File: config.mk
export PLATFORM = sky130hd
export DESIGN_NAME = starfield_star_update_unit
export DESIGN_NICKNAME = d
export VERILOG_FILES = /design/src/design/sfsu_pkg.sv /design/src/design/starfield_star_update_unit.sv /design/src/design/sfsu_hash.sv /design/src/design/sfsu_div.sv
export SDC_FILE = /design/constraint.sdc
export NUM_CORES = 1
export LEC_CHECK = 0
export ABC_AREA = 0
export ABC_CLOCK_PERIOD_IN_PS = 10830
export BUFFER_PORTS_ARGS = -buffer_cell sky130_fd_sc_hd__buf_2
export CAP_MARGIN = 20
export CORE_MARGIN = 4
export CORE_UTILIZATION = 50
export CTS_BUF_LIST = sky130_fd_sc_hd__clkbuf_8 sky130_fd_sc_hd__clkbuf_16
export CTS_CLUSTER_DIAMETER = 30
export DETAILED_ROUTE_END_ITERATION = 16
export PLACE_DENSITY = 0.73
export SLEW_MARGIN = 20
export SYNTH_ARGS = -nofsm -noshare
export SYNTH_HDL_FRONTEND = slang
export SYNTH_HIERARCHICAL = 1
export SYNTH_SLANG_ARGS = --single-unit
File: constraint.sdc
create_clock -name clock -period 10.83 [get_ports clock]
set_input_delay 0.5415 -clock clock [delete_from_list [all_inputs] [get_ports clock]]
set_output_delay 0.5415 -clock clock [all_outputs]
set_load 0.03 [all_outputs]
File: src/design/sfsu_pkg.sv
// Shared types and constants for the starfield star update unit.
// No dependencies; imported by every module of the block.
`default_nettype none

package sfsu_pkg;

   // Screen size defaults
   localparam int unsigned DefScreenWidth  = 160;
   localparam int unsigned DefScreenHeight = 80;

   // Hash seeds: b and c words of the final mix
   localparam logic [31:0] HashSeedB = 32'h7283_7482;
   localparam logic [31:0] HashSeedC = 32'hdead_beef;

   // Depth given to a respawned star
   localparam logic signed [16:0] RespawnDepth = 17'sh07fff;

   // Pixel code for a star that is off screen
   localparam logic [14:0] PixelOffScreen = 15'h7fff;

   // Status of an iterative arithmetic unit towards the sequencer
   typedef struct packed {
      logic busy;
      logic done;
   } unit_status_type;

endpackage

`default_nettype wire

File: src/design/starfield_star_update_unit.sv
// Starfield star update unit. One star is taken per transaction and one result
// transaction is returned for it. A respawned star takes longer than one that keeps
// flying, the extra time being two passes of the six-round hash unit (one round per
// cycle, plus a hand-over of each hash word). The bulk of the time is two projections
// through the shared divider, which yields two quotient bits per cycle. A new star
// is accepted only while the sequencer is idle, which it becomes as the result is
// loaded; a finished result waits in the output register and the next star may be
// accepted meanwhile, but a further result stalls the sequencer until that register
// is free. The respawn counter resets to 0.
// Depends on sfsu_pkg, sfsu_hash and sfsu_div.
`default_nettype none

module starfield_star_update_unit import sfsu_pkg::*; #(
   parameter int unsigned SCREEN_WIDTH  = DefScreenWidth,
   parameter int unsigned SCREEN_HEIGHT = DefScreenHeight
) (
   input  wire logic               clock,
   input  wire logic               reset,
   input  wire logic               req_valid,
   output logic                    req_ready,
   input  wire logic signed [15:0] req_star_x,
   input  wire logic signed [15:0] req_star_y,
   input  wire logic signed [15:0] req_star_z,
   input  wire logic signed [15:0] req_star_pixel,
   input  wire logic [11:0]        req_step_delta,
   output logic                    rsp_valid,
   input  wire logic               rsp_ready,
   output logic signed [15:0]      rsp_new_x,
   output logic signed [15:0]      rsp_new_y,
   output logic signed [16:0]      rsp_new_z,
   output logic signed [14:0]      rsp_new_pixel,
   output logic                    rsp_respawned
);

   localparam logic signed [23:0] HalfWidth  = 24'(SCREEN_WIDTH / 2);
   localparam logic signed [23:0] HalfHeight = 24'(SCREEN_HEIGHT / 2);
   localparam logic signed [23:0] WidthS     = 24'(SCREEN_WIDTH);
   localparam logic signed [23:0] HeightS    = 24'(SCREEN_HEIGHT);
   localparam logic [20:0]        WidthU     = 21'(SCREEN_WIDTH);

   typedef enum logic [2:0] {
      ST_IDLE,
      ST_LAUNCH,
      ST_HASH_X,
      ST_HASH_Y,
      ST_DIV_X,
      ST_DIV_Y,
      ST_FINISH
   } state_type;

   state_type              state_ff;
   logic signed [15:0]     x_ff, y_ff;
   logic signed [16:0]     z_ff;
   logic                   resp_ff;
   logic signed [23:0]     px_ff, py_ff;
   logic [31:0]            rng_counter_ff;
   logic                   rsp_valid_ff;
   logic signed [15:0]     out_x_ff, out_y_ff;
   logic signed [16:0]     out_z_ff;
   logic [14:0]            out_pix_ff;
   logic                   out_resp_ff;

   // Unit interfaces
   unit_status_type        hash_status, div_status;
   logic                   hash_start, div_start;
   logic [31:0]            hash_seed, hash_result;
   logic [31:0]            div_dividend, div_quotient;
   logic signed [15:0]     div_coord;
   logic [15:0]            coord_mag;

   // Input decode and projection
   logic signed [16:0]     z_step;
   logic                   need_respawn;
   logic                   proj_neg;
   logic [32:0]            mag_up;
   logic [22:0]            proj_mag;
   logic signed [22:0]     proj_val;
   logic signed [23:0]     proj_x, proj_y;
   logic                   off_screen;
   logic [20:0]            pix_full;
   logic                   out_free;

   sfsu_hash u_hash (
      .clock  (clock),
      .reset  (reset),
      .start  (hash_start),
      .seed   (hash_seed),
      .status (hash_status),
      .result (hash_result)
   );

   sfsu_div u_div (
      .clock    (clock),
      .reset    (reset),
      .start    (div_start),
      .dividend (div_dividend),
      .divisor  (z_ff[14:0]),
      .status   (div_status),
      .quotient (div_quotient)
   );

   // Depth step done wide, and the respawn test
   always_comb begin
      z_step       = 17'(req_star_z) - 17'(signed'({1'b0, req_step_delta}));
      need_respawn = (z_step <= 17'sd0) || req_star_pixel[15];
   end

   // Unit launch control
   always_comb begin
      hash_start = 1'b0;
      div_start  = 1'b0;
      case (state_ff)
         ST_LAUNCH: begin
            hash_start = resp_ff;
            div_start  = !resp_ff;
         end
         ST_HASH_X: hash_start = hash_status.done;
         ST_HASH_Y: div_start  = hash_status.done;
         ST_DIV_X:  div_start  = div_status.done;
         default: begin
            hash_start = 1'b0;
            div_start  = 1'b0;
         end
      endcase
      hash_seed    = (state_ff == ST_HASH_X) ? rng_counter_ff + 32'd1 : rng_counter_ff;
      div_coord    = (state_ff == ST_DIV_X) ? y_ff : x_ff;
      coord_mag    = div_coord[15] ? 16'(-div_coord) : 16'(div_coord);
      div_dividend = {coord_mag, 16'h0000};
   end

   // Truncated quotient, then floor division by 1024
   always_comb begin
      proj_neg = (state_ff == ST_DIV_Y) ? y_ff[15] : x_ff[15];
      mag_up   = {1'b0, div_quotient} + 33'd1023;
      proj_mag = proj_neg ? mag_up[32:10] : {1'b0, div_quotient[31:10]};
      proj_val = proj_neg ? -signed'(proj_mag) : signed'(proj_mag);
      proj_x   = 24'(proj_val) + HalfWidth;
      proj_y   = 24'(proj_val) + HalfHeight;
   end

   // Screen clip and linear pixel index
   always_comb begin
      off_screen = (px_ff < 24'sd0) || (px_ff >= WidthS) ||
                   (py_ff < 24'sd0) || (py_ff >= HeightS);
      pix_full   = {10'd0, px_ff[10:0]} + {11'd0, py_ff[9:0]} * WidthU;
      out_free   = !rsp_valid_ff || rsp_ready;
   end

   // Sequencer and output register
   always_ff @(posedge clock) begin
      if (reset) begin
         state_ff       <= ST_IDLE;
         rng_counter_ff <= '0;
         rsp_valid_ff   <= 1'b0;
      end else begin
         // Drained on acceptance; the finish state reloads it instead
         if (rsp_valid_ff && rsp_ready && (state_ff != ST_FINISH)) begin
            rsp_valid_ff <= 1'b0;
         end
         case (state_ff)
            ST_IDLE: begin
               if (req_valid) begin
                  x_ff     <= req_star_x;
                  y_ff     <= req_star_y;
                  z_ff     <= need_respawn ? RespawnDepth : z_step;
                  resp_ff  <= need_respawn;
                  state_ff <= ST_LAUNCH;
               end
            end
            ST_LAUNCH: begin
               state_ff <= resp_ff ? ST_HASH_X : ST_DIV_X;
            end
            ST_HASH_X: begin
               if (hash_status.done) begin
                  x_ff           <= hash_result[15:0];
                  rng_counter_ff <= rng_counter_ff + 32'd1;
                  state_ff       <= ST_HASH_Y;
               end
            end
            ST_HASH_Y: begin
               if (hash_status.done) begin
                  y_ff           <= hash_result[15:0];
                  rng_counter_ff <= rng_counter_ff + 32'd1;
                  state_ff       <= ST_DIV_X;
               end
            end
            ST_DIV_X: begin
               if (div_status.done) begin
                  px_ff    <= proj_x;
                  state_ff <= ST_DIV_Y;
               end
            end
            ST_DIV_Y: begin
               if (div_status.done) begin
                  py_ff    <= proj_y;
                  state_ff <= ST_FINISH;
               end
            end
            ST_FINISH: begin
               if (out_free) begin
                  out_x_ff     <= x_ff;
                  out_y_ff     <= y_ff;
                  out_z_ff     <= z_ff;
                  out_pix_ff   <= off_screen ? PixelOffScreen : pix_full[14:0];
                  out_resp_ff  <= resp_ff;
                  rsp_valid_ff <= 1'b1;
                  state_ff     <= ST_IDLE;
               end
            end
            default: state_ff <= ST_IDLE;
         endcase
      end
   end

   assign req_ready     = (state_ff == ST_IDLE);
   assign rsp_valid     = rsp_valid_ff;
   assign rsp_new_x     = out_x_ff;
   assign rsp_new_y     = out_y_ff;
   assign rsp_new_z     = out_z_ff;
   assign rsp_new_pixel = out_pix_ff;
   assign rsp_respawned = out_resp_ff;

   // Each respawn draws two hashes, so the counter is even between stars
   a_counter_even: assert property (@(posedge clock) disable iff (reset)
      (state_ff == ST_IDLE) |-> !rng_counter_ff[0])
      else $error("respawn counter odd while idle");

   // The hash unit and the divider never run together
   a_units_exclusive: assert property (@(posedge clock) disable iff (reset)
      !(hash_status.busy && div_status.busy))
      else $error("hash and divider busy together");

   // A respawned star always carries the respawn depth
   a_respawn_depth: assert property (@(posedge clock) disable iff (reset)
      (rsp_valid_ff && out_resp_ff) |-> (out_z_ff == RespawnDepth))
      else $error("respawned star with wrong depth");

   // A star that keeps flying has positive depth
   a_live_depth: assert property (@(posedge clock) disable iff (reset)
      (rsp_valid_ff && !out_resp_ff) |-> (!out_z_ff[16] && (out_z_ff != 17'sd0)))
      else $error("live star with non-positive depth");

   // The divider is only launched with a positive divisor
   a_divisor_nonzero: assert property (@(posedge clock) disable iff (reset)
      div_start |-> (z_ff[14:0] != 15'd0))
      else $error("divider launched with zero depth");

endmodule

`default_nettype wire

File: src/design/sfsu_hash.sv
// Iterative final-mix hash: one of six mix rounds per cycle.
// Depends on sfsu_pkg for the seed constants and status struct.
`default_nettype none

module sfsu_hash import sfsu_pkg::*; (
   input  wire logic                clock,
   input  wire logic                reset,
   input  wire logic                start,
   input  wire logic [31:0]         seed,
   output unit_status_type          status,
   output logic [31:0]              result
);

   // Rotation amount of each round
   function automatic logic [4:0] round_rot(input logic [2:0] rnd);
      logic [4:0] k;
      begin
         case (rnd)
            3'd0:    k = 5'd4;
            3'd1:    k = 5'd6;
            3'd2:    k = 5'd8;
            3'd3:    k = 5'd16;
            3'd4:    k = 5'd19;
            3'd5:    k = 5'd4;
            default: k = 5'd4;
         endcase
         return k;
      end
   endfunction

   // Working words rotate roles each round: x -= y; x ^= rotl(y); y += z
   logic [31:0] x_ff, y_ff, z_ff;
   logic [31:0] x_in, y_in, z_in;
   logic [2:0]  round_ff, round_in;
   logic        busy_ff, busy_in;
   logic        done_ff, done_in;
   logic [31:0] x_mix, y_mix, y_rot;
   logic [4:0]  rot_k;
   logic [5:0]  rot_r;

   // One mix round
   always_comb begin
      rot_k = round_rot(round_ff);
      rot_r = 6'd32 - {1'b0, rot_k};
      y_rot = (y_ff << rot_k) | (y_ff >> rot_r);
      x_mix = (x_ff - y_ff) ^ y_rot;
      y_mix = y_ff + z_ff;
   end

   // Round sequencing
   always_comb begin
      x_in     = x_ff;
      y_in     = y_ff;
      z_in     = z_ff;
      round_in = round_ff;
      busy_in  = busy_ff;
      done_in  = 1'b0;
      if (start) begin
         x_in     = seed;
         y_in     = HashSeedC;
         z_in     = HashSeedB;
         round_in = '0;
         busy_in  = 1'b1;
      end else if (busy_ff) begin
         x_in     = z_ff;
         y_in     = x_mix;
         z_in     = y_mix;
         round_in = round_ff + 3'd1;
         if (round_ff == 3'd5) begin
            busy_in = 1'b0;
            done_in = 1'b1;
         end
      end
   end

   always_ff @(posedge clock) begin
      x_ff <= x_in;
      y_ff <= y_in;
      z_ff <= z_in;
      round_ff <= round_in;
      if (reset) begin
         busy_ff <= 1'b0;
         done_ff <= 1'b0;
      end else begin
         busy_ff <= busy_in;
         done_ff <= done_in;
      end
   end

   // After the last round the c word sits in the y slot
   assign result      = y_ff;
   assign status.busy = busy_ff;
   assign status.done = done_ff;

endmodule

`default_nettype wire

File: src/design/sfsu_div.sv
// Restoring unsigned divider, two quotient bits per cycle, 32 by 15 bits.
// Depends on sfsu_pkg for the status struct.
`default_nettype none

module sfsu_div import sfsu_pkg::*; (
   input  wire logic                clock,
   input  wire logic                reset,
   input  wire logic                start,
   input  wire logic [31:0]         dividend,
   input  wire logic [14:0]         divisor,
   output unit_status_type          status,
   output logic [31:0]              quotient
);

   logic [14:0] rem_ff, rem_in;
   logic [31:0] quo_ff, quo_in;
   logic [14:0] dvs_ff, dvs_in;
   logic [3:0]  cnt_ff, cnt_in;
   logic        busy_ff, busy_in;
   logic        done_ff, done_in;
   logic [15:0] part1, part2, red1, red2;
   logic        ge1, ge2;

   // Two dependent compare-subtract steps
   always_comb begin
      part1 = {rem_ff, quo_ff[31]};
      ge1   = part1 >= {1'b0, dvs_ff};
      red1  = ge1 ? part1 - {1'b0, dvs_ff} : part1;
      part2 = {red1[14:0], quo_ff[30]};
      ge2   = part2 >= {1'b0, dvs_ff};
      red2  = ge2 ? part2 - {1'b0, dvs_ff} : part2;
   end

   // Step control: dividend bits shift out as quotient bits shift in
   always_comb begin
      rem_in  = rem_ff;
      quo_in  = quo_ff;
      dvs_in  = dvs_ff;
      cnt_in  = cnt_ff;
      busy_in = busy_ff;
      done_in = 1'b0;
      if (start) begin
         rem_in  = '0;
         quo_in  = dividend;
         dvs_in  = divisor;
         cnt_in  = '0;
         busy_in = 1'b1;
      end else if (busy_ff) begin
         rem_in = red2[14:0];
         quo_in = {quo_ff[29:0], ge1, ge2};
         cnt_in = cnt_ff + 4'd1;
         if (cnt_ff == 4'd15) begin
            busy_in = 1'b0;
            done_in = 1'b1;
         end
      end
   end

   always_ff @(posedge clock) begin
      rem_ff <= rem_in;
      quo_ff <= quo_in;
      dvs_ff <= dvs_in;
      cnt_ff <= cnt_in;
      if (reset) begin
         busy_ff <= 1'b0;
         done_ff <= 1'b0;
      end else begin
         busy_ff <= busy_in;
         done_ff <= done_in;
      end
   end

   assign quotient    = quo_ff;
   assign status.busy = busy_ff;
   assign status.done = done_ff;

endmodule

`default_nettype wire
== Yosys cells after proc, flatten, opt, wreduce, memory -nomap -nowiden ==
Cells that the tools add are included.
Operators by class
  add/subtract/negate cells: 15
  multiply operators: 1
  magnitude comparators: 7
  equal/unequal tests: 19
  shift-type cells: 2
  mux-type cells: 39
  bitwise logic cells: 5
  reduce and logical (&&, ||, !) cells: 25
Operators with widths (count)
  $mux 32: 5
  $mux 16: 5
  $pmux 16 s2: 2
  $lt 24x1->1 const B: 2
  $mux 23: 2
  $add 32x10->33 const B: 1
  $add 32x1->32 const B: 1
  $add 32x32->32: 1
  $ge 16x15->1: 2
  $or 32x32->32: 1
  $shl 32x5->32: 1
  $shr 32x6->32: 1
  $sub 32x32->32: 1
  $xor 32x32->32: 1
  $mux 15: 2
  $sub 15x15->15: 2
  $add 23x7->24 const B: 1
  $add 23x8->24 const B: 1
  $ge 24x8->1 const B: 1
  $ge 24x9->1 const B: 1
  $neg 23->23: 1
  $mux 3: 7
  $pmux 3 s7: 1
  $pmux 5 s4: 1
  30 further kinds: 69
Word-level totals
  register bits after elaboration: 368
  input port bits: 80
  output and inout port bits: 67
  logic and storage cells: 140

== Logic depth before layout (Yosys ltp) ==
  word-level depth: 6
  gate-level depth with buffers: 24
  mapped depth without buffers: 20

== Cells and area by module ==
The synthesis kept the hierarchy.
By module, submodules not included
  starfield_star_update_unit: instances 1, cells each 1092, area each 11354.6 sq um, sequential area each 5615.4 sq um
  sfsu_hash: instances 1, cells each 1211, area each 9875.7 sq um, sequential area each 2342.2 sq um
  sfsu_div: instances 1, cells each 437, area each 4365.4 sq um, sequential area each 1831.8 sq um

== Worst setup path after synthesis ==
Ideal clock, no wire load.
  path kind: register -> register
  from: reg state_ff[2]
  to: reg out_pix_ff[0] (netlist: rsp_new_pixel[0]) (enable)
  setup time: 0.568 ns
  arrival time: 5.363 ns
  required time: 10.262 ns
  setup slack: 4.898 ns
  stages on the path, launching flop included: 4
  path buffers: 0
  clock period less this slack: 5.932 ns
  cells stage by stage: dfxtp_1 -> clkinv_1 -> or2_2 -> nor3_1
On the way
  longest elaborated chain between the ends: 2
RTL lines
  from (decl): RTL line starfield_star_update_unit.sv:51  | state_type state_ff;
  from (signal assigned): RTL line starfield_star_update_unit.sv:171  | state_ff <= resp_ff ? ST_HASH_X : ST_DIV_X;
  $eq 3x3->1: RTL line starfield_star_update_unit.sv:160  | case (state_ff)
  $reduce_and 3->1 (no source line)
  to (signal assigned): RTL line starfield_star_update_unit.sv:204  | out_pix_ff <= off_screen ? PixelOffScreen : pix_full[14:0];
  to (decl): RTL line starfield_star_update_unit.sv:60  | logic [14:0] out_pix_ff;
No other way between the ends.
A chain may end at the register's enable or synchronous reset.

== Worst setup path in the final report ==
  from: reg u_div.quo_ff[31] (netlist: u_div/quotient[31])
  to: reg u_div.rem_ff[14]
On the way
  longest elaborated chain between the ends: 4
  elaborated cells between the ends (all ways): 6
  classes of those cells: add/sub: 2; order compare: 2; mux: 2
RTL lines
  from (decl): RTL line sfsu_div.sv:16  | logic [31:0] quo_ff, quo_in;
  from (signal assigned): RTL line sfsu_div.sv:61  | quo_ff <= quo_in;
  $sub 15x15->15 or $ge 16x15->1 (tied branches): RTL line sfsu_div.sv:28, sfsu_div.sv:27
  $mux 15 *: RTL line sfsu_div.sv:28  | red1 = ge1 ? part1 - {1'b0, dvs_ff} : part1;
  $sub 15x15->15 or $ge 16x15->1 (tied branches): RTL line sfsu_div.sv:31, sfsu_div.sv:30
  $mux 15 *: RTL line sfsu_div.sv:31  | red2 = ge2 ? part2 - {1'b0, dvs_ff} : part2;
  to (signal assigned): RTL line sfsu_div.sv:60  | rem_ff <= rem_in;
  to (decl): RTL line sfsu_div.sv:15  | logic [14:0] rem_ff, rem_in;
Every way passes the cells marked *; elsewhere a longest branch is shown, timed or not.

==> flow_summary_export.csv <==
group,metric,value,unit
floorplanning,die_y,234,um
clock_network,root_buffer,"clkbuf_16",
placed_design,routabilityCongestion,1.01,
placed_design,hpwl,52800,um
timing,worstMarginPinSlew,1.18,ns
detailed_routing,viasPerCell,6.09,
timing,period_needed,5.61,ns
critical_path,cp_slowest_stage_delay,0.55,ns
critical_path,end_kind,"register",
layout,synthToLayoutAreaGrowth,15.8,%
detailed_routing,routed_wirelength,73200,um
floorplanning,dieArea,54800,um^2
critical_path,crit_chain,"inv_1 -> ha_1 -> inv_1 -> fa_1 -> a21oi_1 -> o211ai_1 -> o211ai_1 -> a21oi_2 -> buf_4 -> mux2_2 -> ha_1 -> nor2b_1 -> o31a_1 -> o41ai_4 -> o311ai_1 -> o22a_1 -> a211o_1 -> a211o_1 -> a311oi_2",
critical_path,rrSetupSlack,5.22,ns
timing,fin_skew,0.0283,ns
placed_design,dp_cells,3457,
placed_design,placedInstanceArea,26800,um^2
status,outcome,"finished clean",
timing,finalSetupTns,0,ns
detailed_routing,drt_iter0_markers,2019,
critical_path,critPathLaunchType,"register",
timing,slew_violations,0,
floorplanning,io_pins,147,
timing,setup_viol,0,
layout,layout-drive-gt1-share,0.158,
floorplanning,initial_core_util,0.508,
timing,relSlewSlack,0.209,
clock_network,cts_tree,"done",
floorplanning,core,50400,um^2
critical_path,crit_fanout,30,
yosys,synth_cells,2738,
critical_path,crit_arrival,6.14,ns
floorplanning,placementRows,82,
yosys,yosysWarnings,6,
global_routing,gr-total-overflow,0,
layout,stdcell_area,29600,um^2
layout,nets,3092,
global_routing,grt_use_total,0.258,
detailed_routing,drc_errors,0,
detailed_routing,ant_nets,0,
placed_design,io_buffers,131,
floorplanning,die_x,234,um
timing,rsz0062_at_grt,"false",
clock_network,cts_max_level,3,
detailed_routing,num_vias,22000,
clock_network,insertion_delay,0.62,ns
detailed_routing,firstDrtPassIters,7,
timing,timing.fmax,0.178,GHz
pwr,leakage,11.6,nW
clock_network,clockBufferDepth,3,
timing,hold_viol_final,0,
hold_path,hp-class,"in2reg",
critical_path,setup.worst_path.class,"reg2reg",
clock_network,hold_buffers,0,
critical_path,slowest_stage,"a211o_1",
global_routing,grt_antenna_before_repair,4,
yosys,synth.cell_area,25600,um^2
clock_network,cts_resized,0,
clock_network,post_cts_buffers,0,
critical_path,required,11.36,ns
global_routing,grt_pass1_wl,113000,um
detailed_routing,wl_per_cell,20.3,um
pwr,vdd_ir_drop_max,0.000240,V
clock_network,cts_buffers,84,
global_routing,grt_max_degree,72,
clock_network,clock_sinks,368,
layout,finalNonFillerCells,3614,
job,cap_violations,0,
clock_network,clk_pin_slew,0.05,ns
timing,finalCritPeriodShare,0.518,
global_routing,grt_pass1_vias,20900,
yosys,avgSynthCellArea,9.34,um^2
layout,nFillCells,4189,
layout,post-route-util,0.588,
pwr,power.density,360,nW/um^2
pwr,power.total,10.7,mW
per-layer routing:
| metal | global-route usage | share of wire | vias to the layer above | wire length (um) |
|---|---|---|---|---|
| met3 | 0.0511 | 0.071 | 200 | 5220 |
| met1 | 0.328 | 0.41 | 10500 | 30100 |
| met5 | 0 | 0 | - | 0 |
| met2 | 0.432 | 0.48 | 975 | 35000 |
| li1 | - | - | 10300 | - |
| met4 | 0.108 | 0.040 | 0 | 2910 |
metrics by stage:
stage | setup WS [ns] | hold WS [ns]
final | 5.22 | 0.194
after global routing | 4.88 | 0.176
after CTS | 5.24 | 0.164
after detailed placement | 5.25 | 0.414
after global placement | 5.42 | 0.409
after floorplan | 4.90 | 0.400
power by group:
| part | internal, mW | switching [mW] | total [mW] | leakage (nW) |
|---|---|---|---|---|
| Sequential | 1.91 | 0.408 | 2.32 | 3.22 |
| Combinational | 2.37 | 3.51 | 5.88 | 6.99 |
| Clock | 1.63 | 0.836 | 2.47 | 1.39 |
registers in the layout, summed over array words and instances (netlist names), 16 cells and up:
register        count
u_hash/result      32
rsp_new_x          16
u_hash/x_ff        32
z_ff               17
y_ff               16
u_div/quotient     32
x_ff               16
px_ff              24
rng_counter_ff     32
py_ff              24
rsp_new_z          17
rsp_new_y          16
u_hash/z_ff        32
path summary, 6_finish.rpt:
path	startpoint	to	cells past startpoint
min reg2reg	z_ff[16]$_SDFFCE_PP0P_	rsp_new_z[16]$_DFFE_PP_	0
max reg2reg	u_div/quotient[31]$_DFFE_PP_	u_div/rem_ff[14]$_SDFFE_PP0P_	19
max	u_div/quotient[31]$_DFFE_PP_	u_div/rem_ff[14]$_SDFFE_PP0P_	19
min	req_star_x[13]	x_ff[13]$_DFFE_PP_	3
final cells by class:
cell class / count / area [um^2] / area share
Clock inverter: 65 / 644 / 0.0217
Multi-Input combinational cell: 2135 / 14800 / 0.500
Inverter: 121 / 454 / 0.0153
Clock buffer: 89 / 2180 / 0.0736
Antenna cell: 3 / 7.51 / 0.000253
Timing Repair Buffer: 161 / 881 / 0.0297
Sequential cell: 368 / 9790 / 0.330
Tap cell: 672 / 841 / 0.0284
worst max-delay path, delay by kind of cell, from the launching register on:
family	cells	cell delay, ns
AOI/OAI and AO/OA	11	3.14
adders and majority gates	3	0.94
DFF	1	0.51
buffers and inverters	3	0.41
muxes	1	0.33
and+or+nand+nor	1	0.17
cells in the final DEF, fill, tap and decap left out, types with 92 or more instances in the layout:
cell type and count:
a21oi_1 159, buf_2 131, dfxtp_1 125, edfxtp_1 242
ha_1 134, inv_1 131, mux2_2 92, nand2_1 270
nor2_1 247, o21ai_0 118, xnor2_1 163
Power figures use the tool's default switching activity.
